[src/sv/stepper_position_controller_assert.svh]
// ----------------------------------------------------------------------------
// stepper position controller assertion macros
// concurrent checks sampled on clk, disabled while rst is high
// ----------------------------------------------------------------------------
`ifndef STEPPER_POSITION_CONTROLLER_ASSERT_SVH
`define STEPPER_POSITION_CONTROLLER_ASSERT_SVH

// consequent holds in the same cycle as the antecedent
`define SPC_ASSERT_IMPL(name, ante, cons, msg) \
  name: assert property (@(posedge clk) disable iff (rst) (ante) |-> (cons)) \
    else $error(msg);

// consequent holds in the cycle after the antecedent
`define SPC_ASSERT_NEXT(name, ante, cons, msg) \
  name: assert property (@(posedge clk) disable iff (rst) (ante) |=> (cons)) \
    else $error(msg);

`endif

[src/sv/spc_pkg.sv]
// ----------------------------------------------------------------------------
// stepper position controller package
// command and mode codes, register indexes and fixed arithmetic constants
// ----------------------------------------------------------------------------
package spc_pkg;

  typedef enum logic [2:0] {
    CMD_TICK    = 3'd0,
    CMD_MOVE    = 3'd1,
    CMD_RUN     = 3'd2,
    CMD_STOP    = 3'd3,
    CMD_SET_POS = 3'd4,
    CMD_RELEASE = 3'd5
  } cmd_t;

  typedef enum logic [1:0] {
    MODE_IDLE   = 2'd0,
    MODE_TARGET = 2'd1,
    MODE_RUN    = 2'd2
  } mode_t;

  typedef enum logic [1:0] {
    CFG_STEP_SCALE    = 2'd0,
    CFG_MIN_UM        = 2'd1,
    CFG_MAX_UM        = 2'd2,
    CFG_STEP_DELAY_MS = 2'd3
  } cfg_index_t;

  // load enables of the three conversion stages
  typedef struct packed {
    logic p;
    logic q;
    logic r;
  } conv_en_t;

  localparam int UM_WIDTH    = 21;
  localparam int SPM_WIDTH   = 12;
  localparam int DELAY_WIDTH = 16;
  localparam int NDELAY_WIDTH = 17;
  localparam int IN_DATA_WIDTH = 24;

  localparam logic [SPM_WIDTH-1:0]          SPM_RESET   = 12'd400;
  localparam logic signed [UM_WIDTH-1:0]    MIN_UM_RESET = 21'sd0;
  localparam logic signed [UM_WIDTH-1:0]    MAX_UM_RESET = 21'sd50000;
  localparam logic [DELAY_WIDTH-1:0]        DELAY_RESET = 16'd10;

  localparam logic signed [NDELAY_WIDTH-1:0] DELAY_NONE = 17'h1FFFF;

  // floor(m / 125) = (m * RECIP_125) >> RECIP_SHIFT, exact for m below 2^29
  localparam logic [29:0] RECIP_125   = 30'd549755814;
  localparam int          RECIP_SHIFT = 36;

endpackage

[src/sv/spc_conv.sv]
// ----------------------------------------------------------------------------
// micrometre to step conversion
// three-stage pipeline: um * step scale, divide by 1000, saturate
// ----------------------------------------------------------------------------
module spc_conv #(
  parameter int POSITION_WIDTH = 24
) (
  input  logic                             clk,
  input  spc_pkg::conv_en_t                en,
  input  logic signed [20:0]               um,
  input  logic [11:0]                      spm,
  output logic signed [POSITION_WIDTH-1:0] steps
);
  import spc_pkg::*;

  localparam logic signed [32:0] POS_HI =
    33'((64'sd1 <<< (POSITION_WIDTH - 1)) - 64'sd1);
  localparam logic signed [32:0] POS_LO = -POS_HI - 33'sd1;

  logic signed [33:0] prod;
  logic               neg;
  logic [58:0]        quo_prod;

  logic [33:0]        mag;
  logic [22:0]        quo;
  logic signed [23:0] quo_s;
  logic signed [32:0] quo_w;

  // stage p: signed product
  always_ff @(posedge clk) begin
    if (en.p) begin
      prod <= 34'(um) * 34'($signed({1'b0, spm}));
    end
  end

  // stage q: magnitude divided by 8, then reciprocal of 125
  assign mag = prod[33] ? 34'(-prod) : 34'(prod);

  always_ff @(posedge clk) begin
    if (en.q) begin
      neg      <= prod[33];
      quo_prod <= 59'(mag[31:3]) * 59'(RECIP_125);
    end
  end

  // stage r: restore sign, truncated toward zero, and clamp
  assign quo   = quo_prod[58:RECIP_SHIFT];
  assign quo_s = neg ? -$signed({1'b0, quo}) : $signed({1'b0, quo});
  assign quo_w = 33'(quo_s);

  always_ff @(posedge clk) begin
    if (en.r) begin
      if (quo_w > POS_HI) begin
        steps <= POS_HI[POSITION_WIDTH-1:0];
      end else if (quo_w < POS_LO) begin
        steps <= POS_LO[POSITION_WIDTH-1:0];
      end else begin
        steps <= quo_w[POSITION_WIDTH-1:0];
      end
    end
  end

endmodule

[config.mk]
export PLATFORM = sky130hd
export DESIGN_NAME = spc_conv
export DESIGN_NICKNAME = d
export VERILOG_FILES = /design/src/sv/stepper_position_controller_assert.svh /design/src/sv/spc_pkg.sv /design/src/sv/spc_conv.sv
export SDC_FILE = /design/constraint.sdc
export NUM_CORES = 2
export LEC_CHECK = 0
export BUFFER_PORTS_ARGS = -buffer_cell sky130_fd_sc_hd__buf_2
export CORE_MARGIN = 1
export CORE_UTILIZATION = 55
export CTS_BUF_LIST = sky130_fd_sc_hd__clkbuf_4 sky130_fd_sc_hd__clkbuf_8
export CTS_CLUSTER_DIAMETER = 30
export CTS_CLUSTER_SIZE = 24
export DETAILED_ROUTE_END_ITERATION = 10
export PLACE_DENSITY = 0.73
export SYNTH_ARGS = -nofsm -noshare
export SYNTH_HDL_FRONTEND = slang
export SYNTH_SLANG_ARGS = --single-unit
[constraint.sdc]
create_clock -name clk -period 9.8 [get_ports clk]
set_input_delay 1.96 -clock clk [delete_from_list [all_inputs] [get_ports clk]]
set_output_delay 1.96 -clock clk [all_outputs]
set_load 0.02 [all_outputs]
==> results.json <==
{
  "finClkSkew_ps": 28.83,
  "yosysUniqueCellTypes": 58,
  "max_slew_margin_pct": 26.57,
  "fin_nets": 3436,
  "fin_crit_ps": 9463,
  "timing.final.crit_share_pct": 96.56,
  "cp.arrival_ps": 9620,
  "regArea_um2": 2432,
  "crit_path_start_kind": "flip-flop",
  "overflow": 0,
  "cts_root_buffer": "clkbuf_8",
  "drive_gt1_share_pct": 5.518,
  "cts_buffers": 9,
  "synth.yosys.warnings": 0,
  "clkTransAtPathRegs_ps": 100,
  "cts_sinks": 81,
  "syn_avg_cell_area_um2": 10.18,
  "synth-simple-area-share_pct": 9.145,
  "grt_pass1_vias": 18110,
  "wl_mm": 54.55,
  "num_io_pins": 61,
  "drtAntennaViolNets": 0,
  "cts.hold.buffers_added": 0,
  "synthFlopType": "edfxtp_1",
  "fillCellCount": 3717,
  "synth_compound_area_share_pct": 4.876,
  "grt_pass1_wl_mm": 90.89,
  "yosys.area_share.xor_xnor_pct": 4.390,
  "tightest_slew_ps": 1092,
  "min_path_type": "reg -> reg",
  "initial_utilization_pct": 55.82,
  "netlist_area_um2": 24740,
  "crit_type": "reg -> reg",
  "grt_max_degree": 34,
  "syn_inst": 2429,
  "layout_common_cells": "605 x inv_1, 493 x fa_1, 426 x ha_1, 184 x nand2_1, 134 x and2_1",
  "synth.area.mux_share_pct": 0.08598,
  "crit_fanout": 7,
  "place.gp.congestion": 0.9812,
  "cpMostUsedCell": "fa_1",
  "vias": 16390,
  "grt_use_total_pct": 24.88,
  "grt_util_met3_pct": 3.773,
  "dp.cells": 3058,
  "cp_num_buf_inv": 6,
  "cp_slowest_stage_delay_ps": 580,
  "fin_util_pct": 58.92,
  "std_cell_rows": 77,
  "io_buffers": 60,
  "final_common_cell": "inv_1",
  "setup_viol": 0,
  "clkLatencyLatePin_ps": 400,
  "wire_per_inst_um": 17.74,
  "via_per_inst": 5.328,
  "diodes": 0,
  "coreArea_um2": 44320,
  "synthArstFlopShare_pct": 0,
  "cts_buffer_depth": 2,
  "cp.required_ps": 9950,
  "drc": 0,
  "synth_top_family_by_area": "adder cells",
  "place_area_um2": 25830,
  "grt_use_met2_pct": 43.06,
  "syn_to_final_growth_pct": 5.554,
  "fmax_ghz": 0.1057,
  "drt_iter0_drc": 697,
  "final_area_um2": 26110,
  "endpoint_kind": "flip-flop",
  "antenna_found_initial": 0,
  "crit_path_top_delay_cell": "or4_4",
  "fin_cells": 3075,
  "die_h_um": 214.1,
  "status": "finished, final reports clean",
  "htreeDepth": 3,
  "setup_tns_ps": 0,
  "slew_violations": 0,
  "tritoncts": "done",
  "synthAdderAreaFrac_pct": 61.54,
  "grt_busiest_layer": "met2",
  "die_area_um2": 45830,
  "crit_family": "adder cells",
  "dp_hpwl_mm": 47.86,
  "firstDrtPassIters": 5,
  "synth-edff-count": 81,
  "synth.net_count": 3387,
  "hold_violations": 0,
  "drv_cap": 0,
  "seq_area_frac_synth_pct": 9.833,
  "grt_use_met1_pct": 32.95,
  "ys_ff_latch": 81,
  "multi_input_area_um2": 19880,
  "die_x_um": 214.1
}
registers in the layout, summed over array words and instances (netlist names):
signal,count
neg,1
prod,33
quo_prod,23
steps,24
worst paths after layout:
path / start / to / slack [ps] / depth (start not counted)
max: prod[3]$_DFFE_PP_ / quo_prod[58]$_DFFE_PP_ / 340 / 33
min: quo_prod[36]$_DFFE_PP_ / steps[0]$_SDFFCE_PN1P_ / 480 / 0
max reg2reg: prod[3]$_DFFE_PP_ / quo_prod[58]$_DFFE_PP_ / 340 / 33
min reg2reg: quo_prod[36]$_DFFE_PP_ / steps[0]$_SDFFCE_PN1P_ / 480 / 0
worst register-to-register path: cells and delay by family, from the launching register on:
kind	cells	cell delay (ps)
flops	1	420
fa+ha+maj	9	3600
buf+inv	6	580
xor+xnor	1	240
compound gates	8	1540
simple gates	9	2860
area by class of cell:
cell class / count / share of cell area (%)
multi-input cells: 1681 / 76.12
inverters: 607 / 8.726
well taps: 592 / 2.837
clock inverters: 7 / 0.2827
clock buffers: 9 / 0.4744
flip-flops and latches: 81 / 9.315
repair buffers: 98 / 2.243
cell usage after synthesis (3+ instances only):
cell type | number | area (um2)
nand4_1 | 6 | 37.54
and3_1 | 7 | 43.79
nand3_1 | 21 | 105.1
xnor2_1 | 94 | 823.3
edfxtp_1 | 81 | 2432
buf_1 | 3 | 11.26
inv_1 | 605 | 2271
or4_1 | 8 | 60.06
nor2_1 | 40 | 150.1
nor2b_1 | 9 | 56.30
o31ai_1 | 16 | 120.1
a211oi_1 | 5 | 37.54
nor4_1 | 4 | 25.02
a221oi_1 | 4 | 35.03
nor3_1 | 4 | 20.02
ha_1 | 428 | 5355
fa_1 | 493 | 9869
nand2_1 | 184 | 690.7
a31oi_1 | 3 | 18.77
a21oi_1 | 52 | 260.3
o41ai_1 | 5 | 43.79
and2_1 | 134 | 838.3
or3_1 | 3 | 18.77
a21o_1 | 25 | 187.7
o21bai_1 | 11 | 82.58
clkbuf_1 | 56 | 210.2
nand2b_1 | 10 | 62.56
o21ai_0 | 49 | 245.2
xor2_1 | 30 | 262.8
routing by layer:
layer  part of all wire (%)  vias up
li1                       -     7622
met1                     43     8310
met2                     50      375
met3                    5.6       78
met4                    1.8        0
met5                      0        -
timing repair:
item / 4_1_cts / 5_1_grt
endpoints found under the setup margin: 0 / 13
buffers inserted: 0 / 1
gates resized for setup: 0 / 14
kinds of logic (layout without fill, tap and decap cells):
logic type / count (synthesis) / after routing
compound gates: 190 / 190
xor+xnor: 124 / 124
buf+inv: 667 / 721
fa+ha+maj: 921 / 921
mux: 2 / 2
flops: 81 / 81
simple gates: 444 / 444
per-stage QoR:
stage | hold slack [ps] | setup slack (ps)
finish | 478.4 | 337.1
global route | 515.1 | -14.91
CTS | 484.3 | 102.7
detailed placement | 458.0 | 113.8
global placement | 440.3 | 372.4
floorplan | 499.7 | 483.3
Power is left out: the tool's default activity adds up to more than one toggle a clock period on the data nets, which glitch-free logic cannot reach.
